[src/rtl/core/acsn_pkg.sv]
`default_nettype none

package acsn_pkg;

  // Line store depth and configuration reset values
  localparam int LINE_BYTES_DEF = 20;
  localparam logic [3:0] ATTEMPT_LIMIT_RST = 4'd10;
  localparam logic [7:0] REPLY_TIMEOUT_RST = 8'd100;

  // Configuration register indexes
  localparam int CFG_IDX_W = 1;
  localparam logic [CFG_IDX_W-1:0] CFG_ATTEMPT_LIMIT = 1'd0;
  localparam logic [CFG_IDX_W-1:0] CFG_REPLY_TIMEOUT = 1'd1;

  // Characters
  localparam logic [7:0] CHAR_CR   = 8'd13;
  localparam logic [7:0] CHAR_PLUS = 8'h2B;
  localparam logic [7:0] CHAR_0    = 8'h30;
  localparam logic [7:0] CHAR_9    = 8'h39;
  localparam logic [7:0] CHAR_A    = 8'h41;
  localparam logic [7:0] CHAR_F    = 8'h46;
  localparam logic [7:0] CHAR_H    = 8'h48;
  localparam logic [7:0] CHAR_K    = 8'h4B;
  localparam logic [7:0] CHAR_L    = 8'h4C;
  localparam logic [7:0] CHAR_O    = 8'h4F;
  localparam logic [7:0] CHAR_S    = 8'h53;
  localparam logic [7:0] CHAR_T    = 8'h54;

  // Sequence phases
  localparam logic [3:0] PH_PLUS0    = 4'd0;
  localparam logic [3:0] PH_PLUS1    = 4'd1;
  localparam logic [3:0] PH_PLUS2    = 4'd2;
  localparam logic [3:0] PH_OK_RX    = 4'd3;
  localparam logic [3:0] PH_OK_CHK   = 4'd4;
  localparam logic [3:0] PH_SH_RX    = 4'd5;
  localparam logic [3:0] PH_SH_PARSE = 4'd6;
  localparam logic [3:0] PH_SL_RX    = 4'd7;
  localparam logic [3:0] PH_SL_PARSE = 4'd8;
  localparam logic [3:0] PH_DONE     = 4'd9;

  // Status codes
  localparam logic [1:0] STAT_BUSY     = 2'd0;
  localparam logic [1:0] STAT_FINISHED = 2'd1;
  localparam logic [1:0] STAT_GAVE_UP  = 2'd2;

  // Command string sent by one tick
  typedef enum logic [1:0] {
    TX_NONE,
    TX_PLUS,
    TX_ATSH,
    TX_ATSL
  } tx_kind_t;

  localparam logic [2:0] CMD_LAST_IDX = 3'd4;

  // Controller to datapath
  typedef struct packed {
    logic load;
    logic walk_start;
    logic walk;
    logic apply;
    logic emit;
  } cmd_t;

  // Datapath to controller
  typedef struct packed {
    logic need_walk;
    logic walk_done;
    logic out_free;
    logic emit_last;
  } sts_t;

  // Byte at position idx of a command string
  function automatic logic [7:0] tx_byte(input tx_kind_t kind, input logic [2:0] idx);
    logic [7:0] b;
    b = 8'd0;
    case (kind)
      TX_PLUS: b = CHAR_PLUS;
      TX_ATSH, TX_ATSL: begin
        case (idx)
          3'd0: b = CHAR_A;
          3'd1: b = CHAR_T;
          3'd2: b = CHAR_S;
          3'd3: b = (kind == TX_ATSH) ? CHAR_H : CHAR_L;
          default: b = CHAR_CR;
        endcase
      end
      default: b = 8'd0;
    endcase
    return b;
  endfunction

endpackage

`default_nettype wire

[src/rtl/core/acsn_ram.sv]
`default_nettype none

module acsn_ram #(
  parameter int WIDTH = 8,
  parameter int DEPTH = acsn_pkg::LINE_BYTES_DEF
) (
  input  wire logic                     clk,
  input  wire logic                     wr_en,
  input  wire logic [$clog2(DEPTH)-1:0] wr_addr,
  input  wire logic [WIDTH-1:0]         wr_data,
  input  wire logic                     rd_en,
  input  wire logic [$clog2(DEPTH)-1:0] rd_addr,
  output logic      [WIDTH-1:0]         rd_data
);

  logic [WIDTH-1:0] mem_r [DEPTH];

  // Write port and registered read port
  always_ff @(posedge clk) begin
    if (wr_en) begin
      mem_r[wr_addr] <= wr_data;
    end
    if (rd_en) begin
      rd_data <= mem_r[rd_addr];
    end
  end

endmodule

`default_nettype wire

[src/rtl/core/acsn_ctrl.sv]
`default_nettype none

module acsn_ctrl (
  input  wire logic          clk,
  input  wire logic          rst_n,
  input  wire logic          in_valid,
  output logic               in_ready,
  input  wire acsn_pkg::sts_t sts,
  output acsn_pkg::cmd_t     cmd
);

  typedef enum logic [1:0] {
    ST_IDLE,
    ST_DECIDE,
    ST_WALK,
    ST_EMIT
  } state_t;

  state_t state_r, state_nxt;

  assign in_ready = (state_r == ST_IDLE);

  // Sequence one tick: take it, walk the line if needed, update, emit items
  always_comb begin
    state_nxt      = state_r;
    cmd            = '0;
    case (state_r)
      ST_IDLE: begin
        if (in_valid) begin
          cmd.load  = 1'b1;
          state_nxt = ST_DECIDE;
        end
      end
      ST_DECIDE: begin
        if (sts.need_walk) begin
          cmd.walk_start = 1'b1;
          state_nxt      = ST_WALK;
        end else begin
          cmd.apply = 1'b1;
          state_nxt = ST_EMIT;
        end
      end
      ST_WALK: begin
        cmd.walk = 1'b1;
        if (sts.walk_done) begin
          cmd.apply = 1'b1;
          state_nxt = ST_EMIT;
        end
      end
      ST_EMIT: begin
        if (sts.out_free) begin
          cmd.emit = 1'b1;
          if (sts.emit_last) begin
            state_nxt = ST_IDLE;
          end
        end
      end
      default: state_nxt = ST_IDLE;
    endcase
  end

  // Hold state
  always_ff @(posedge clk) begin
    if (!rst_n) begin
      state_r <= ST_IDLE;
    end else begin
      state_r <= state_nxt;
    end
  end

endmodule

`default_nettype wire

[src/rtl/core/acsn_dp.sv]
`default_nettype none

module acsn_dp #(
  parameter int LINE_BYTES = acsn_pkg::LINE_BYTES_DEF
) (
  input  wire logic                           clk,
  input  wire logic                           rst_n,
  input  wire acsn_pkg::cmd_t                 cmd,
  output acsn_pkg::sts_t                      sts,
  input  wire logic                           in_rx_present,
  input  wire logic [7:0]                     in_rx_data,
  input  wire logic                           cfg_wr_en,
  input  wire logic [acsn_pkg::CFG_IDX_W-1:0] cfg_index,
  input  wire logic [7:0]                     cfg_wdata,
  input  wire logic                           out_ready,
  output logic                                out_valid,
  output logic                                out_tx_present,
  output logic [7:0]                          out_tx_data,
  output logic                                out_flush_rx,
  output logic [1:0]                          out_status,
  output logic [31:0]                         out_serial_high,
  output logic [31:0]                         out_serial_low,
  output logic                                out_last
);

  localparam int AW = $clog2(LINE_BYTES);
  localparam int LW = $clog2(LINE_BYTES + 1);
  localparam logic [LW-1:0] LINE_MAX = LW'(LINE_BYTES);

  // Configuration
  logic [3:0] limit_r;
  logic [7:0] timeout_r;

  // Sequence state
  logic [3:0]    phase_r, phase_nxt;
  logic [3:0]    attempts_r, attempts_nxt;
  logic [7:0]    idle_r, idle_nxt;
  logic [LW-1:0] len_r, len_nxt;
  logic [31:0]   high_r, high_nxt;
  logic [31:0]   low_r, low_nxt;
  logic          finished_r, finished_nxt;

  // Latched transaction
  logic       rx_present_r;
  logic [7:0] rx_data_r;

  // Line walk
  logic [LW-1:0] walk_idx_r, walk_idx_nxt;
  logic          pend_r, pend_nxt;
  logic [31:0]   acc_r, acc_nxt;
  logic          bad_r, bad_nxt;
  logic          stop_r, stop_nxt;
  logic          first_ok_r, first_ok_nxt;
  logic          second_ok_r, second_ok_nxt;

  // Emission
  acsn_pkg::tx_kind_t kind_r, kind_nxt;
  logic               flush_r, flush_nxt;
  logic [2:0]         emit_idx_r;
  logic [2:0]         last_idx;

  // Line store
  logic          ram_we;
  logic          ram_re;
  logic [7:0]    ram_rdata;

  logic          run;
  logic [7:0]    c;
  logic          is_dec;
  logic          is_hex;
  logic [3:0]    dig;
  logic [31:0]   parsed;
  logic [1:0]    status_now;

  acsn_ram #(
    .WIDTH (8),
    .DEPTH (LINE_BYTES)
  ) u_line (
    .clk     (clk),
    .wr_en   (ram_we),
    .wr_addr (len_r[AW-1:0]),
    .wr_data (rx_data_r),
    .rd_en   (ram_re),
    .rd_addr (walk_idx_r[AW-1:0]),
    .rd_data (ram_rdata)
  );

  assign run = !finished_r && (attempts_r < limit_r);

  // Status toward the controller
  assign last_idx = (kind_r == acsn_pkg::TX_ATSH || kind_r == acsn_pkg::TX_ATSL)
                    ? acsn_pkg::CMD_LAST_IDX : 3'd0;
  always_comb begin
    sts.need_walk = run && (phase_r inside {acsn_pkg::PH_OK_CHK, acsn_pkg::PH_SH_PARSE,
                                            acsn_pkg::PH_SL_PARSE});
    sts.walk_done = !pend_r && (walk_idx_r >= len_r);
    sts.out_free  = !out_valid || out_ready;
    sts.emit_last = (emit_idx_r == last_idx);
  end

  // Decode one stored character as a hex digit
  assign c      = ram_rdata;
  assign is_dec = (c >= acsn_pkg::CHAR_0) && (c <= acsn_pkg::CHAR_9);
  assign is_hex = (c >= acsn_pkg::CHAR_A) && (c <= acsn_pkg::CHAR_F);
  assign dig    = is_dec ? 4'(c - acsn_pkg::CHAR_0) : 4'(c - acsn_pkg::CHAR_A + 8'd10);
  assign parsed = bad_r ? 32'hFFFF_FFFF : acc_r;

  // Walk the stored line one byte a cycle, reads pipelined one ahead
  assign ram_re = cmd.walk && (walk_idx_r < len_r);
  always_comb begin
    walk_idx_nxt  = walk_idx_r;
    pend_nxt      = pend_r;
    acc_nxt       = acc_r;
    bad_nxt       = bad_r;
    stop_nxt      = stop_r;
    first_ok_nxt  = first_ok_r;
    second_ok_nxt = second_ok_r;
    if (cmd.walk_start) begin
      walk_idx_nxt  = '0;
      pend_nxt      = 1'b0;
      acc_nxt       = '0;
      bad_nxt       = 1'b0;
      stop_nxt      = 1'b0;
      first_ok_nxt  = 1'b0;
      second_ok_nxt = 1'b0;
    end else if (cmd.walk) begin
      if (pend_r) begin
        if (walk_idx_r == LW'(1)) begin
          first_ok_nxt = (c == acsn_pkg::CHAR_O);
        end
        if (walk_idx_r == LW'(2)) begin
          second_ok_nxt = (c == acsn_pkg::CHAR_K);
        end
        if (!stop_r) begin
          if (c == acsn_pkg::CHAR_CR) begin
            stop_nxt = 1'b1;
          end else if (is_dec || is_hex) begin
            acc_nxt = {acc_r[27:0], dig};
          end else begin
            bad_nxt  = 1'b1;
            stop_nxt = 1'b1;
          end
        end
      end
      pend_nxt = ram_re;
      if (ram_re) begin
        walk_idx_nxt = walk_idx_r + LW'(1);
      end
    end
  end

  // Advance the sequence by one tick
  always_comb begin
    phase_nxt    = phase_r;
    attempts_nxt = attempts_r;
    idle_nxt     = idle_r;
    len_nxt      = len_r;
    high_nxt     = high_r;
    low_nxt      = low_r;
    finished_nxt = finished_r;
    kind_nxt     = kind_r;
    flush_nxt    = flush_r;
    ram_we       = 1'b0;
    if (cmd.apply) begin
      kind_nxt  = acsn_pkg::TX_NONE;
      flush_nxt = 1'b0;
      if (run) begin
        case (phase_r)
          acsn_pkg::PH_PLUS0: begin
            attempts_nxt = attempts_r + 4'd1;
            len_nxt      = '0;
            idle_nxt     = '0;
            flush_nxt    = 1'b1;
            kind_nxt     = acsn_pkg::TX_PLUS;
            phase_nxt    = acsn_pkg::PH_PLUS1;
          end
          acsn_pkg::PH_PLUS1, acsn_pkg::PH_PLUS2: begin
            flush_nxt = 1'b1;
            kind_nxt  = acsn_pkg::TX_PLUS;
            phase_nxt = phase_r + 4'd1;
          end
          acsn_pkg::PH_OK_RX, acsn_pkg::PH_SH_RX, acsn_pkg::PH_SL_RX: begin
            if (rx_present_r) begin
              if (len_r < LINE_MAX) begin
                ram_we = 1'b1;
                if (rx_data_r == acsn_pkg::CHAR_CR) begin
                  phase_nxt = phase_r + 4'd1;
                end
                len_nxt = len_r + LW'(1);
              end
            end else if (idle_r != 8'hFF) begin
              idle_nxt = idle_r + 8'd1;
            end
            if (idle_nxt > timeout_r || len_nxt >= LINE_MAX) begin
              phase_nxt = acsn_pkg::PH_PLUS0;
            end
          end
          acsn_pkg::PH_OK_CHK: begin
            if (len_r == LW'(3) && first_ok_r && second_ok_r) begin
              kind_nxt  = acsn_pkg::TX_ATSH;
              len_nxt   = '0;
              phase_nxt = acsn_pkg::PH_SH_RX;
            end else begin
              phase_nxt = acsn_pkg::PH_PLUS0;
            end
          end
          acsn_pkg::PH_SH_PARSE: begin
            if (len_r == '0) begin
              phase_nxt = acsn_pkg::PH_PLUS0;
            end else begin
              high_nxt  = parsed;
              kind_nxt  = acsn_pkg::TX_ATSL;
              len_nxt   = '0;
              phase_nxt = acsn_pkg::PH_SL_RX;
            end
          end
          acsn_pkg::PH_SL_PARSE: begin
            if (len_r == '0) begin
              phase_nxt = acsn_pkg::PH_PLUS0;
            end else begin
              low_nxt   = parsed;
              phase_nxt = acsn_pkg::PH_DONE;
            end
          end
          default: begin
            phase_nxt    = acsn_pkg::PH_PLUS0;
            finished_nxt = 1'b1;
          end
        endcase
      end
    end
  end

  // Status seen after the update
  always_comb begin
    if (finished_r) begin
      status_now = acsn_pkg::STAT_FINISHED;
    end else if (attempts_r >= limit_r) begin
      status_now = acsn_pkg::STAT_GAVE_UP;
    end else begin
      status_now = acsn_pkg::STAT_BUSY;
    end
  end

  // Control and sequence registers
  always_ff @(posedge clk) begin
    if (!rst_n) begin
      limit_r     <= acsn_pkg::ATTEMPT_LIMIT_RST;
      timeout_r   <= acsn_pkg::REPLY_TIMEOUT_RST;
      phase_r     <= acsn_pkg::PH_PLUS0;
      attempts_r  <= '0;
      idle_r      <= '0;
      len_r       <= '0;
      high_r      <= '0;
      low_r       <= '0;
      finished_r  <= 1'b0;
      pend_r      <= 1'b0;
      walk_idx_r  <= '0;
      emit_idx_r  <= '0;
      kind_r      <= acsn_pkg::TX_NONE;
      flush_r     <= 1'b0;
      out_valid   <= 1'b0;
    end else begin
      if (cfg_wr_en) begin
        case (cfg_index)
          acsn_pkg::CFG_ATTEMPT_LIMIT: limit_r   <= cfg_wdata[3:0];
          acsn_pkg::CFG_REPLY_TIMEOUT: timeout_r <= cfg_wdata;
          default: ;
        endcase
      end
      phase_r    <= phase_nxt;
      attempts_r <= attempts_nxt;
      idle_r     <= idle_nxt;
      len_r      <= len_nxt;
      high_r     <= high_nxt;
      low_r      <= low_nxt;
      finished_r <= finished_nxt;
      pend_r     <= pend_nxt;
      walk_idx_r <= walk_idx_nxt;
      kind_r     <= kind_nxt;
      flush_r    <= flush_nxt;
      if (cmd.apply) begin
        emit_idx_r <= '0;
      end else if (cmd.emit) begin
        emit_idx_r <= emit_idx_r + 3'd1;
      end
      if (cmd.emit) begin
        out_valid <= 1'b1;
      end else if (out_ready) begin
        out_valid <= 1'b0;
      end
    end
  end

  // Payload registers
  always_ff @(posedge clk) begin
    if (cmd.load) begin
      rx_present_r <= in_rx_present;
      rx_data_r    <= in_rx_data;
    end
    acc_r       <= acc_nxt;
    bad_r       <= bad_nxt;
    stop_r      <= stop_nxt;
    first_ok_r  <= first_ok_nxt;
    second_ok_r <= second_ok_nxt;
    if (cmd.emit) begin
      out_tx_present  <= (kind_r != acsn_pkg::TX_NONE);
      out_tx_data     <= acsn_pkg::tx_byte(kind_r, emit_idx_r);
      out_flush_rx    <= flush_r;
      out_status      <= status_now;
      out_serial_high <= high_r;
      out_serial_low  <= low_r;
      out_last        <= (emit_idx_r == last_idx);
    end
  end

endmodule

`default_nettype wire

[src/rtl/core/at_command_serial_number_fetch_top.sv]
`default_nettype none

// Channel   Handshake            Payload
// input     in_valid/in_ready    in_rx_present, in_rx_data (one poll tick)
// output    out_valid/out_ready  out_tx_present, out_tx_data, out_flush_rx,
//                                out_status, out_serial_high/low, out_last
// config    cfg_wr_en            cfg_index, cfg_wdata (0 attempt limit, 1 reply timeout)
//
// A tick is loaded, then walks the line if needed, is applied and emits its result
// items (1 or 5 items per tick). Ticks that check or parse a reply line walk the
// line store RAM, one registered read a cycle.
// One tick is worked at a time; in_ready returns while the last item waits.
// Reset (synchronous, active low) clears the sequence and loads the register
// defaults; the line store needs no clearing pass. out_ready low stalls emission.
module at_command_serial_number_fetch_top #(
  parameter int LINE_BYTES = acsn_pkg::LINE_BYTES_DEF
) (
  input  wire logic                           clk,
  input  wire logic                           rst_n,
  input  wire logic                           in_valid,
  output logic                                in_ready,
  input  wire logic                           in_rx_present,
  input  wire logic [7:0]                     in_rx_data,
  output logic                                out_valid,
  input  wire logic                           out_ready,
  output logic                                out_tx_present,
  output logic [7:0]                          out_tx_data,
  output logic                                out_flush_rx,
  output logic [1:0]                          out_status,
  output logic [31:0]                         out_serial_high,
  output logic [31:0]                         out_serial_low,
  output logic                                out_last,
  input  wire logic                           cfg_wr_en,
  input  wire logic [acsn_pkg::CFG_IDX_W-1:0] cfg_index,
  input  wire logic [7:0]                     cfg_wdata
);

  acsn_pkg::cmd_t cmd;
  acsn_pkg::sts_t sts;

  acsn_ctrl u_ctrl (
    .clk      (clk),
    .rst_n    (rst_n),
    .in_valid (in_valid),
    .in_ready (in_ready),
    .sts      (sts),
    .cmd      (cmd)
  );

  acsn_dp #(
    .LINE_BYTES (LINE_BYTES)
  ) u_dp (
    .clk             (clk),
    .rst_n           (rst_n),
    .cmd             (cmd),
    .sts             (sts),
    .in_rx_present   (in_rx_present),
    .in_rx_data      (in_rx_data),
    .cfg_wr_en       (cfg_wr_en),
    .cfg_index       (cfg_index),
    .cfg_wdata       (cfg_wdata),
    .out_ready       (out_ready),
    .out_valid       (out_valid),
    .out_tx_present  (out_tx_present),
    .out_tx_data     (out_tx_data),
    .out_flush_rx    (out_flush_rx),
    .out_status      (out_status),
    .out_serial_high (out_serial_high),
    .out_serial_low  (out_serial_low),
    .out_last        (out_last)
  );

endmodule

`default_nettype wire

[config.mk]
export PLATFORM = sky130hd
export DESIGN_NAME = at_command_serial_number_fetch_top
export DESIGN_NICKNAME = d
export VERILOG_FILES = /design/src/rtl/core/acsn_pkg.sv /design/src/rtl/core/acsn_ram.sv /design/src/rtl/core/acsn_ctrl.sv /design/src/rtl/core/acsn_dp.sv /design/src/rtl/core/at_command_serial_number_fetch_top.sv
export SDC_FILE = /design/constraint.sdc
export NUM_CORES = 1
export LEC_CHECK = 0
export BUFFER_PORTS_ARGS = -buffer_cell sky130_fd_sc_hd__buf_2
export CORE_AREA = 2 2 219 221
export DETAILED_ROUTE_END_ITERATION = 12
export DIE_AREA = 0 0 221 223
export SYNTH_ARGS = -nofsm -noshare
export SYNTH_HDL_FRONTEND = slang
export SYNTH_HIERARCHICAL = 1
export SYNTH_SLANG_ARGS = --single-unit
[constraint.sdc]
create_clock -name clk -period 9.1 [get_ports clk]
set_input_delay 0.91 -clock clk [delete_from_list [all_inputs] [get_ports clk]]
set_output_delay 0.91 -clock clk [all_outputs]
set_load 0.01 [all_outputs]
; ---- Word level (Yosys, flattened, before mapping)
; Memories as Yosys holds them, arrays and structs flattened. A register that Yosys moved wholly into a read port is not among the register bits.
; Index checks and enable logic that the tools add are counted.
[classes]
addsub = 9
order_cmp = 11
n_eq_ne = 35
mux = 63
n_bitwise = 7
reduce_logical = 47
[ops]
columns = operator, count
row1 = $mux 8, 5
row2 = $mux 5, 7
row3 = $mux 32, 1
row4 = $pmux 8 s2, 2
row5 = $pmux 8 s4, 1
row6 = $mux 1, 24
row7 = $mux 4, 6
row8 = $pmux 4 s6, 1
row9 = $pmux 5 s4, 1
row10 = $reduce_and 5->1, 4
row11 = $eq 4x3->1 const B, 4
row12 = $eq 8x4->1 const B, 2
row13 = $eq 8x7->1 const B, 2
row14 = $mux 2, 8
row15 = $reduce_and 3->1, 5
row16 = $mux 3, 4
row17 = $ne 2x2->1 const B, 6
row18 = $reduce_and 4->1, 3
row19 = $add 5x1->5 const B, 2
row20 = $eq 5x2->1 const B, 2
row21 = $ne 3x1->1 const B, 3
row22 = $reduce_or 9->1, 1
row23 = $add 4x1->4 const B, 2
row24 = $add 8x1->8 const B, 1
row25 = 41 further kinds, 75
[totals]
regBits = 235
ram_bits = 160
input_bits = 23
out_inout_bits = 79
word_cells = 203
mem_count = 1
[memory_table]
columns = memory, depth, width, read_ports, rd_clocked_by_memory_dff, write_ports, line
row1 = u_dp.u_line.mem_r, 20, 8, 1, 1, 1, acsn_ram.sv:16  ; logic [WIDTH-1:0] mem_r [DEPTH];

; ---- Depth between registers and ports, before layout
; Gate-level depths: netlist of run 1.
[logic_depth]
ltp_word = 10
depth_mapped = 16
depth_no_buf = 14

; ---- By module
; The synthesis of run 1 kept the hierarchy.
[modules_own_cells]
columns = mod, instances, cells_each, area_each_um2, seq_area_each_um2
row1 = acsn_dp, 1, 898, 9495.4, 5495.3
row2 = acsn_ram, 1, 308, 6562.5, 5044.8
row3 = acsn_ctrl, 1, 30, 264.0, 40.0

; ---- Least setup slack after synthesis of run 1
; Ideal clock, no wire load.
[synth_path]
kind = flip-flop to flip-flop
from = register u_dp.phase_r[0]
to = memory u_dp.u_line.mem_r[0][0] (enable)
setup_time_ns = 0.370
t_arrival_ns = 3.153
required_ns = 8.730
path_slack_ns = 5.577
stages_incl_launch_ff = 15
n_path_buf = 1
period_less_slack_ns = 3.523
path_cell_list = dfxtp_1 > inv_1 > ha_1 > or2_2 > a21oi_1 > nor4_1 > nor2b_4 > a21oi_1 > nor2b_1 > and2_0 > clkbuf_1 > nand3_1 > nor2_1 > or3b_2 > nor2_1
[synth_lines]
columns = element, line
row1 = "start, declared", acsn_dp.sv:35  ; logic [3:0] phase_r, phase_nxt;
row2 = "start signal, assigned", acsn_dp.sv:250  ; phase_r <= acsn_pkg::PH_PLUS0;
row3 = "start signal, assigned", acsn_dp.sv:271  ; phase_r <= phase_nxt;
row4 = "end, declared", acsn_ram.sv:16

==> results of run 1 <==
stage by stage:
step,cells,power (mW),hold slack [ns],instance area [µm²],setup slack (ns)
3_5_place_dp,1904,2.48,0.419,17400,4.70
3_3_place_gp,1904,2.48,0.415,17400,4.91
6_report,1982,4.15,0.431,18800,4.65
4_1_cts,1982,4.21,0.433,18800,4.65
5_1_grt,1982,4.32,0.440,18800,4.34
2_1_floorplan,1236,2.34,0.408,16300,5.58
state kept, by name (all words and copies together), names as in the netlist, 3 cells and up:
| signal | cells |
|---|---|
| u_dp/high_r | 32 |
| u_dp/len_r | 5 |
| u_dp/emit_idx_r | 3 |
| u_dp/attempts_r | 4 |
| u_dp/low_r | 32 |
| u_dp/idle_r | 8 |
| u_dp/u_line/rd_data | 8 |
| u_dp/out_serial_low | 32 |
| u_dp/acc_r | 32 |
| u_dp/rx_data_r | 8 |
| u_dp/phase_r | 4 |
| u_dp/out_serial_high | 32 |
| u_dp/timeout_r | 8 |
| u_dp/limit_r | 4 |
| u_dp/out_tx_data | 7 |
| u_dp/walk_idx_r | 5 |
| u_dp/u_line/mem_r | 160 |
per-layer routing:
metal,track usage (%),share of wire (%),vias to the layer above
met1,18.9,48,4849
met3,2.53,5.8,51
met2,20.3,44,299
met4,4.83,2.4,0
met5,0,0,-
li1,-,-,4781
path summary, 6_finish.rpt:
kind,to,cells past startpoint
worst min register to register,u_dp/out_flush_rx,0
worst max register to register,u_dp/u_line/mem_r[0][5],13
worst max-delay path,u_dp/u_line/mem_r[0][5],13
worst min-delay path,u_dp/out_flush_rx,0
kinds of logic (layout without fill, tap and decap cells):
kind of cell    count (synthesis)  count (layout)
xor+xnor                       14              14
mux                            60              60
flops                         402             402
buf+inv                        97             228
other cells                     1               1
compound gates                225             225
fa+ha+maj                      41              41
simple gates                  396             396
cell type report:
class | count | area (µm²) | share of cell area (%)
tap | 615 | 769 | 4.10
clock inverter | 21 | 241 | 1.29
timing repair buffer | 114 | 608 | 3.24
multi-input combinational | 737 | 5280 | 28.2
sequential | 402 | 10600 | 56.4
inverter | 36 | 135 | 0.720
clock buffer | 57 | 1140 | 6.07
power breakdown:
group,switching [mW],internal [mW],leakage [nW]
Combinational,0.222,0.113,2.95
Sequential,0.0560,2.05,3.49
Clock,0.707,1.00,0.669
Total,0.985,3.16,7.11
cell usage in the layout (no fill, tap or decap), types with 7 or more instances in the layout:
cell / instances
sky130_fd_sc_hd__nor2b_1: 21
sky130_fd_sc_hd__nand2_1: 184
sky130_fd_sc_hd__o21a_1: 7
sky130_fd_sc_hd__a221oi_1: 7
sky130_fd_sc_hd__o21ai_0: 14
sky130_fd_sc_hd__nand4_1: 13
sky130_fd_sc_hd__mux4_1: 11
sky130_fd_sc_hd__nand3_1: 18
sky130_fd_sc_hd__mux4_2: 21
sky130_fd_sc_hd__buf_4: 15
sky130_fd_sc_hd__a211oi_1: 8
sky130_fd_sc_hd__nor3_1: 9
sky130_fd_sc_hd__dfxtp_1: 148
sky130_fd_sc_hd__and2_1: 9
sky130_fd_sc_hd__o211a_1: 64
sky130_fd_sc_hd__edfxtp_1: 253
sky130_fd_sc_hd__a21oi_1: 52
sky130_fd_sc_hd__nor2_1: 88
sky130_fd_sc_hd__ha_1: 41
sky130_fd_sc_hd__inv_1: 36
sky130_fd_sc_hd__clkbuf_1: 13
sky130_fd_sc_hd__o211ai_1: 14
sky130_fd_sc_hd__clkbuf_16: 43
sky130_fd_sc_hd__nand2b_1: 10
sky130_fd_sc_hd__xnor2_1: 11
sky130_fd_sc_hd__a21boi_0: 13
sky130_fd_sc_hd__buf_2: 99
sky130_fd_sc_hd__mux2i_1: 26
critical path, delay by kind of cell, from the launching register on:
family | cells | cell delay (ns)
DFF | 1 | 0.49
buffers and inverters | 1 | 0.11
adders and majority gates | 1 | 0.32
and+or+nand+nor | 9 | 2.82
AOI/OAI and AO/OA | 2 | 0.31
==> out/metrics.yaml, run 1 <==
detailed_routing:
  drt_iter0_drc: 848
  drc_errors: 0
  drt-wirelength-per-cell_um: 16.7
  total_number_of_vias: 9980
  routed_wl_mm: 33.1
  postRouteAntennaNets: 0
  detail_route.first_pass.iterations: 5
  avgViaCountPerCell: 5.04
cts:
  tritoncts_clock_tree: "built"
  cts_setup_buffers: 0
  clock_sinks: 402
  worstSkewPairLatency_ns: 0.57
  ctsHoldBuffers: 0
  clk_pin_slew_worst_paths_ns: 0.06
  cts_buffers: 43
  cts-resized-gates: 0
  clock_tree.htree_level_count: 2
  clockBufferDepth: 3
  clockRootBuffer: "sky130_fd_sc_hd__clkbuf_16"
power_and_ir_drop:
  static-leakage-power_nw: 7.11
  power_per_cell_area_nw_per_um2: 221
  vdd.ir_drop.worst_uv: 132
sta:
  timing.final.max_slew_violations: 0
  fmaxAchievable_mhz: 225
  hold_violations: 0
  slew_headroom_pct: 28.9
  setup_viol: 0
  timing_worst_slew_pin_value_ns: 1.07
  tns_ns: 0
  rsz0062_at_grt: "no"
  layout_min_cycle_time_ns: 4.45
  clock-skew-final_ns: 0.0272
  final.period_utilization_pct: 48.9
worst_setup_path:
  path_cells: "inv_1 > ha_1 > nand3_1 > a21oi_1 > nor4_1 > nor2_1 > a21oi_1 > nor2b_1 > and2_0 > nand3_1 > nor2_1 > or3b_2 > nor2_1"
  timing.critical_path.from_type: "register"
  timing.reg2reg.setup_slack_ns: 4.65
  largest_driver_fanout_on_the_critical_path: 11
  worst_path_most_repeated_cell: "sky130_fd_sc_hd__nor2_1"
  critical_path.endpoint_type: "register"
  critical-path-max-stage-delay_ns: 0.63
  critical_path_arrival_ns: 4.63
  critical_path.reg2reg.startpoint: "u_dp/len_r[3]"
  criticalPathCategory: "register to register"
  worst_ep_required_time_ns: 9.29
  worstSetupStartpoint: "u_dp/len_r[3]"
  worst_path_max_delay_cell: "sky130_fd_sc_hd__or3b_2"
synthesis:
  ys_async_sr_fraction_pct: 0
  netlist_top_cells_count: "sky130_fd_sc_hd__edfxtp_1, sky130_fd_sc_hd__nand2_1, sky130_fd_sc_hd__dfxtp_1"
  synth-edff-count: 253
  synth-adder-area-share_pct: 3.14
  yosys.area_share.xor_xnor_pct: 0.751
  synthDominantCellAreaShare_pct: 46.5
  netlist_area_um2: 16300
  synth_seq_area_share_pct: 64.8
  synth_most_common_cell: "sky130_fd_sc_hd__edfxtp_1"
  synthSimpleGateAreaFrac_pct: 11.2
  synth_ff_type: "sky130_fd_sc_hd__edfxtp_1"
  syn-num-nets: 1300
  yosysTopAreaCell: "sky130_fd_sc_hd__edfxtp_1"
  synth_compound_gate_area_share_pct: 10.7
  synth_cell_type_count: 79
  ys_top_cells_by_area: "sky130_fd_sc_hd__edfxtp_1, sky130_fd_sc_hd__dfxtp_1, sky130_fd_sc_hd__nand2_1"
  average_cell_area_after_synthesis_um2: 13.2
  proportion_of_synthesized_area_in_mux_cells_pct: 6.40
  ys_seq_elements: 402
  synth_top_family_by_area: "simple AND/OR/NAND/NOR gates"
  synthesis.yosys.warnings: 6
  synthCells: 1236
grt:
  global_routing_usage_summed_across_all_routing_layers_pct: 13.3
  grt_start_max_net_pins: 82
  grt_first_pass_wirelength_mm: 52.8
  overflow: 0
  antenna_found_initial: 0
  first_global_vias: 9677
finish:
  nFillCells: 4373
  antennaDiodeCount: 0
  postLayoutCoreUtil_pct: 39.8
  nets: 1398
  drive_above_1_share_pct: 15.9
  flow.area_growth_from_synthesis_pct: 14.9
floorplanning:
  die-area_um2: 49300
  io-pin-count: 102
  floorplan.rows: 80
  core_area_um2: 47100
  die_height_um: 223
  width_of_the_die_um: 221
  floorplan.initialDensity_pct: 34.6
placed_design:
  detailed_place_hpwl_mm: 21.4
  numPortBuffers: 100
  place.gp.congestion: 0.859
hold_path:
  min_path_type: "register to register"
  worst_hold_startpoint: "u_dp/flush_r"
outcome:
  run_status: "finished clean"
run:
  maxCapViolCount: 0
Power figures use the tool's default switching activity.
==> run 2: changes to the inputs <==
- ABC_AREA: not set -> 1
- clock period: 9.1 -> 4.5 ns (I/O delays scaled with it)
==> run 2 against run 1 <==
Effect of this change: clock power increased by 100%; largest power group unchanged; sequential share of layout area increased by 0.057 points; synthesized cell count increased by 25%.
==> out/metrics.yaml, run 2 <==
outcome:
  run_status: "finished clean"
sta:
  rsz0062_at_grt: "no"
  final.period_utilization_pct: 82.1  # +33 points
  hold_violations: 0  # unchanged
  setup_viol: 0  # unchanged
  fmaxAchievable_mhz: 271  # +20%
  tns_ns: 0  # unchanged
  clock-skew-final_ns: 0.0273  # +0.000101 ns
  layout_min_cycle_time_ns: 3.69  # -0.754 ns
  timing_worst_slew_pin_value_ns: 1.03  # -0.0397 ns
  timing.final.max_slew_violations: 0  # unchanged
  slew_headroom_pct: 31.4  # +2.5 points
cts:
  tritoncts_clock_tree: "built"
  ctsHoldBuffers: 0  # unchanged
  clockBufferDepth: 3  # unchanged
  clk_pin_slew_worst_paths_ns: 0.06  # about the same
  worstSkewPairLatency_ns: 0.56  # about the same
  cts_buffers: 41  # -4.7%
  clock_tree.htree_level_count: 2  # unchanged
  cts_setup_buffers: 0  # unchanged
  clock_sinks: 402  # unchanged
  cts-resized-gates: 0  # unchanged
  clockRootBuffer: "sky130_fd_sc_hd__clkbuf_16"
synthesis:
  synth_most_common_cell: "sky130_fd_sc_hd__nand2_1"
  ys_top_cells_by_area: "sky130_fd_sc_hd__edfxtp_1, sky130_fd_sc_hd__dfxtp_1, sky130_fd_sc_hd__nand2_1"
  netlist_area_um2: 16300  # -0.11%
  synth_seq_area_share_pct: 64.9  # +0.070 points
  synthesis.yosys.warnings: 6  # unchanged
  ys_async_sr_fraction_pct: 0  # unchanged
  ys_seq_elements: 402  # unchanged
  netlist_top_cells_count: "sky130_fd_sc_hd__nand2_1, sky130_fd_sc_hd__edfxtp_1, sky130_fd_sc_hd__dfxtp_1"
  yosysTopAreaCell: "sky130_fd_sc_hd__edfxtp_1"
  synth_ff_type: "sky130_fd_sc_hd__edfxtp_1"
  synth_cell_type_count: 45  # -43%
  synthDominantCellAreaShare_pct: 46.6  # +0.050 points
  synth-edff-count: 253  # unchanged
  synthCells: 1549  # +25%
  average_cell_area_after_synthesis_um2: 10.5  # -20%
  syn-num-nets: 1613  # +24%
power_and_ir_drop:
  pwr-share-clk_pct: 39.2  # -2.0 points
  static-leakage-power_nw: 7.29  # +2.5%
  power_frac_seq_pct: 48.3  # -2.5 points
  cellInternalPower_mw: 6.65  # +110%
  power_switching_share_pct: 25.7  # +1.9 points
  share_comb_of_total_power_pct: 12.5  # +4.4 points
  power_per_cell_area_nw_per_um2: 477  # +120%
  p_switching_mw: 2.30  # +130%
  vdd.ir_drop.worst_uv: 444  # +230%
worst_setup_path:
  worst_ep_required_time_ns: 4.70  # -4.59 ns
  timing.critical_path.from_type: "register"
  largest_driver_fanout_on_the_critical_path: 9  # -2
  critical_path.endpoint_type: "register"
  critical_path_arrival_ns: 3.89  # -0.74 ns
  criticalPathCategory: "register to register"
  worst_r2r_path_depth: 15  # +2
floorplanning:
  floorplan.initialDensity_pct: 34.6  # -0.037 points
  die-area_um2: 49300  # unchanged
  io-pin-count: 102  # unchanged
  width_of_the_die_um: 221  # unchanged
  floorplan.rows: 80  # unchanged
  die_height_um: 223  # unchanged
  core_area_um2: 47100  # unchanged
detailed_routing:
  drt-wirelength-per-cell_um: 15.4  # -7.7%
  postRouteAntennaNets: 0  # unchanged
  routed_wl_mm: 35.3  # +6.7%
  avgViaCountPerCell: 4.92  # -2.3%
  drc_errors: 0  # unchanged
  total_number_of_vias: 11270  # +13%
  drt_iter0_drc: 815  # -3.9%
  detail_route.first_pass.iterations: 5  # unchanged
hold_path:
  worst_hold_path.num_cells: 1  # +1
  min_path_type: "primary input to register"
grt:
  global_route.usage.met3_pct: 2.71  # +0.18 points
  grt_first_pass_wirelength_mm: 56.5  # +6.9%
  global_routing_usage_summed_across_all_routing_layers_pct: 14.1  # +0.83 points
  antenna_found_initial: 0  # unchanged
  grt-busiest-layer: "met2"
  grt_start_max_net_pins: 85  # +3.7%
  grtUsageMet1_pct: 19.1  # +0.14 points
  overflow: 0  # unchanged
  use_met2_pct: 22.9  # +2.6 points
  first_global_vias: 10716  # +11%
finish:
  flow.area_growth_from_synthesis_pct: 14.9  # about the same
  top_register: "u_dp/u_line/mem_r"
  postLayoutCoreUtil_pct: 39.7  # -0.040 points
  nFillCells: 4492  # +2.7%
  drive_above_1_share_pct: 13.2  # -2.7 points
  layout.area.seq_um2: 10600  # unchanged
  largest_register_ff_count: 160  # unchanged
  most-common-layout-cells: "sky130_fd_sc_hd__nand2_1, sky130_fd_sc_hd__edfxtp_1, sky130_fd_sc_hd__dfxtp_1, sky130_fd_sc_hd__inv_1, sky130_fd_sc_hd__o21ai_0"
  nets: 1710  # +22%
  multi_input_comb_area_um2: 4780  # -9.6%
  final_common_cell: "sky130_fd_sc_hd__nand2_1"
  finish.cell_count_without_fillers: 2292  # +16%
  antennaDiodeCount: 0  # unchanged
  fin_area_um2: 18700  # -0.10%
placed_design:
  placedCellCount: 2218  # +16%
  place.gp.congestion: 0.826  # -3.9%
  placed_area_um2: 17300  # -0.24%
  numPortBuffers: 100  # unchanged
  detailed_place_hpwl_mm: 22.6  # +5.8%
run:
  maxCapViolCount: 0  # unchanged
-- run 2: worst max-delay path: stages, from the launching register on --
cell and delay (ns):
sky130_fd_sc_hd__dfxtp_1 0.48, sky130_fd_sc_hd__inv_2 0.11, sky130_fd_sc_hd__ha_1 0.30, sky130_fd_sc_hd__nand2_1 0.06, sky130_fd_sc_hd__nor2_1 0.13, sky130_fd_sc_hd__nand2_1 0.07
sky130_fd_sc_hd__o211ai_1 0.10, sky130_fd_sc_hd__a21oi_1 0.07, sky130_fd_sc_hd__nor2_1 0.12, sky130_fd_sc_hd__nand2_1 0.06, sky130_fd_sc_hd__a21boi_0 0.44, sky130_fd_sc_hd__nand4_4 0.15
sky130_fd_sc_hd__nor3_1 0.16, sky130_fd_sc_hd__buf_4 0.17, sky130_fd_sc_hd__nand3_1 0.30, sky130_fd_sc_hd__nor2_1 0.62
-- run 2: path summary, 6_finish.rpt --
path,end,startpoint,slack [ns]
worst max register to register,u_dp/u_line/mem_r[9][4],u_dp/len_r[2],0.81
worst max-delay path,u_dp/u_line/mem_r[9][4],u_dp/len_r[2],0.81
worst min-delay path,u_dp/rx_data_r[2],in_rx_data[2],0.06
worst min register to register,u_dp/out_serial_high[0],u_dp/high_r[0],0.42
-- run 2: layout make-up --
cell class	instances	share of cell area [%]
clock buffer	52	5.92
clock inverter	22	1.57
inverter	137	2.77
multi-input combinational	939	25.5
sequential	402	56.5
tap	615	4.11
timing repair buffer	125	3.67
-- run 2: routing by layer --
layer	wire (µm)	vias up
met5	0	-
met4	818	0
met3	1960	62
met2	16500	319
met1	16100	5338
li1	-	5551
-- run 2: power by group through the flow --
stage | Combinational (mW) | Sequential (mW) | Clock, mW
after detailed placement | 1.13 | 4.40 | 0
after global placement | 1.12 | 4.39 | 0
after CTS | 1.13 | 4.32 | 3.60
final | 1.12 | 4.32 | 3.50
after floorplan | 0.646 | 4.47 | 0
after global routing | 1.26 | 4.35 | 3.73
-- run 2: metrics by stage --
| step | power, mW | setup slack [ns] | hold WS [ns] |
|---|---|---|---|
| 2_1_floorplan | 5.12 | 1.20 | 0.403 |
| 6_report | 8.95 | 0.806 | 0.0588 |
| 3_3_place_gp | 5.52 | 0.848 | 0.410 |
| 5_1_grt | 9.34 | 0.321 | 0.0422 |
| 4_1_cts | 9.05 | 0.742 | 0.0280 |
| 3_5_place_dp | 5.53 | 0.725 | 0.412 |
-- run 2: kinds of logic after synthesis --
| group | after synthesis | share of synthesized area [%] |
|---|---|---|
| buffers and inverters | 208 | 5.80 |
| adder cells (fa/ha/maj) | 41 | 3.15 |
| AO/OA/AOI/OAI | 309 | 10.4 |
| other | 1 | 0.0230 |
| XOR/XNOR | 10 | 0.537 |
| flip-flops | 402 | 64.9 |
| multiplexers | 1 | 0.0691 |
| AND/OR/NAND/NOR | 577 | 15.2 |
==> run 3: changes to the inputs <==
- ABC_AREA: 1 -> 0
- clock period: 4.5 -> 3.2 ns (I/O delays scaled with it)
==> run 3 against run 2 <==
Effect of this change: maximum frequency up 19%; global-route usage shrank 0.65 points; flip-flop and latch count is the same; sequential share of layout area decreased by 2.5 points; critical endpoint is now u_dp/u_line/mem_r[16][1].
==> out/metrics.yaml, run 3 (same netlist as run 1, synthesis figures left out) <==
grt:
  grt_first_pass_wirelength_mm: 53.7  # -5.0%
  grt-busiest-layer: "met2"
  grtUsageMet1_pct: 18.8  # -0.24 points
  first_global_vias: 9934  # -7.3%
  use_met2_pct: 21.0  # -1.9 points
  overflow: 0  # unchanged
  antenna_found_initial: 0  # unchanged
  grt_start_max_net_pins: 73  # -14%
  global_routing_usage_summed_across_all_routing_layers_pct: 13.5  # -0.65 points
  global_route.usage.met3_pct: 3.03  # +0.32 points
floorplanning:
  width_of_the_die_um: 221  # unchanged
  floorplan.initialDensity_pct: 34.6  # +0.037 points
  core_area_um2: 47100  # unchanged
  die_height_um: 223  # unchanged
  io-pin-count: 102  # unchanged
  floorplan.rows: 80  # unchanged
  die-area_um2: 49300  # unchanged
sta:
  hold_violations: 0  # unchanged
  timing_worst_slew_pin_value_ns: 0.942  # -0.0857 ns
  fmaxAchievable_mhz: 321  # +19%
  timing.final.max_slew_violations: 0  # unchanged
  final.period_utilization_pct: 97.4  # +15 points
  fin_hold_ws_ns: 0.0678  # +0.00898 ns
  clock-skew-final_ns: 0.0166  # -0.0107 ns
  tns_ns: 0  # unchanged
  layout_min_cycle_time_ns: 3.12  # -0.577 ns
  slew_headroom_pct: 37.2  # +5.8 points
  setup_viol: 0  # unchanged
  rsz0062_at_grt: "yes"
worst_setup_path:
  critical_path.top_delay_family: "simple AND/OR/NAND/NOR gates"
  worst_path_max_delay_cell: "sky130_fd_sc_hd__or3b_4"
  critical_path_arrival_ns: 3.34  # -0.55 ns
  criticalPathCategory: "register to register"
  largest_driver_fanout_on_the_critical_path: 8  # -1
  timing.critical_path.from_type: "register"
  critical-path-max-stage-delay_ns: 0.48  # -0.14 ns
  count_of_buffer_and_inverter_cells_on_the_critical_path: 2  # unchanged
  worst_ep_required_time_ns: 3.43  # -1.27 ns
  critical_path.endpoint_type: "register"
  path_cells: "inv_2 > ha_4 > nor2b_4 > o21a_1 > o21a_1 > nor4_4 > nor2b_4 > a21oi_2 > nor2b_2 > and2_4 > nand3_4 > nor2_4 > buf_6 > or3b_4 > nor2_4"
power_and_ir_drop:
  power_per_cell_area_nw_per_um2: 595  # +25%
  total_power_mw: 11.7  # +30%
  static-leakage-power_nw: 7.46  # +2.3%
  vdd.ir_drop.worst_uv: 484  # +9.0%
detailed_routing:
  drt-wirelength-per-cell_um: 16.7  # +8.1%
  drt_iter0_drc: 776  # -4.8%
  postRouteAntennaNets: 0  # unchanged
  routed_wl_mm: 34.2  # -3.1%
  total_number_of_vias: 10204  # -9.5%
  avgViaCountPerCell: 4.97  # +1.0%
  drc_errors: 0  # unchanged
  detail_route.first_pass.iterations: 5  # unchanged
run:
  maxCapViolCount: 0  # unchanged
cts:
  clockRootBuffer: "sky130_fd_sc_hd__clkbuf_16"
  clock_sinks: 402  # unchanged
  cts_buffers: 42  # +2.4%
  worstSkewPairLatency_ns: 0.57  # about the same
  tritoncts_clock_tree: "built"
  clk_pin_slew_worst_paths_ns: 0.06  # about the same
  clockBufferDepth: 3  # unchanged
  clock_tree.htree_level_count: 2  # unchanged
finish:
  fin_area_um2: 19600  # +4.6%
  postLayoutCoreUtil_pct: 41.6  # +1.8 points
  final_common_cell: "sky130_fd_sc_hd__edfxtp_1"
  drive_above_1_share_pct: 21.8  # +8.6 points
  flow.area_growth_from_synthesis_pct: 20.1
  most-common-layout-cells: "sky130_fd_sc_hd__edfxtp_1, sky130_fd_sc_hd__nand2_1, sky130_fd_sc_hd__dfxtp_1, sky130_fd_sc_hd__buf_2, sky130_fd_sc_hd__nor2_1"
  top_register: "u_dp/u_line/mem_r"
  antennaDiodeCount: 0  # unchanged
  nets: 1469  # -14%
  largest_register_ff_count: 160  # unchanged
outcome:
  run_status: "finished clean"
placed_design:
  numPortBuffers: 100  # unchanged
  detailed_place_hpwl_mm: 22.2  # -1.8%
  placed_area_um2: 17800  # +2.7%
  place.gp.congestion: 0.796  # -3.6%
hold_path:
  min_path_type: "primary input to register"
-- run 3: cell types whose count changed in the layout (fill, tap and decap cells not counted), moves of 18 or more --
| cell | before | now |
|---|---|---|
| sky130_fd_sc_hd__o21ai_0 | 124 | 14 |
| sky130_fd_sc_hd__nand3_1 | 123 | 16 |
| sky130_fd_sc_hd__a21oi_1 | 80 | 49 |
| sky130_fd_sc_hd__o211a_1 | 0 | 64 |
| sky130_fd_sc_hd__inv_1 | 125 | 35 |
| sky130_fd_sc_hd__mux2i_1 | 0 | 26 |
| sky130_fd_sc_hd__buf_4 | 25 | 62 |
| sky130_fd_sc_hd__nand2_1 | 309 | 184 |
| sky130_fd_sc_hd__a31oi_1 | 63 | 6 |
| sky130_fd_sc_hd__nor2b_1 | 0 | 18 |
| sky130_fd_sc_hd__mux4_2 | 0 | 21 |
| sky130_fd_sc_hd__nor2_1 | 98 | 67 |
-- run 3: power breakdown --
part | switching, mW | total [mW] | internal [mW]
Clock | 2.02 | 4.57 | 2.54
Sequential | 0.115 | 5.93 | 5.82
Combinational | 0.734 | 1.16 | 0.427
-- run 3: worst paths after layout --
check	from	endpoint	slack, ns	cells past startpoint
max	u_dp/limit_r[1]	u_dp/u_line/mem_r[16][1]	0.08	15
min	cfg_wr_en	u_dp/limit_r[2]	0.07	3
max reg2reg	u_dp/limit_r[1]	u_dp/u_line/mem_r[16][1]	0.08	15
min reg2reg	u_dp/high_r[13]	u_dp/out_serial_high[13]	0.43	0
-- run 3: layer usage --
layer / up-vias / routed length, µm
met3: 47 / 1860
met1: 4959 / 15800
met5: - / 0
li1: 4931 / -
met2: 267 / 15800
met4: 0 / 786
-- run 3: tightest hold or removal path, delay by kind of cell --
family,cells,cell delay (ns)
buffers and inverters,1,0.12
AND/OR/NAND/NOR,1,0.07
AO/OA/AOI/OAI,1,0.07
-- run 3: what timing repair did --
action | CTS | global route
endpoints found under the setup margin | 159 | 208
endpoints found under the hold margin | 17 | 0
pin swaps | 0 | 18
gates cloned | 0 | 1
hold buffers | 17 | 0
resized for setup | 17 | 36
buffers inserted | 0 | 10
-- run 3: cell type report --
cell class	count	area [µm²]
Clock buffer	48	1080
Clock inverter	30	225
Fill cell	4354	27500
Inverter	36	135
Multi-Input combinational cell	738	5550
Sequential cell	402	10600
Tap cell	615	769
Timing Repair Buffer	185	1260
-- run 3: through the flow --
step	std cells	setup WS, ns
after floorplan	1236	0.0175
after global placement	1948	-0.0529
after detailed placement	1948	-0.110
after CTS	2043	-0.0978
after global routing	2054	-0.0366
final	2054	0.0836
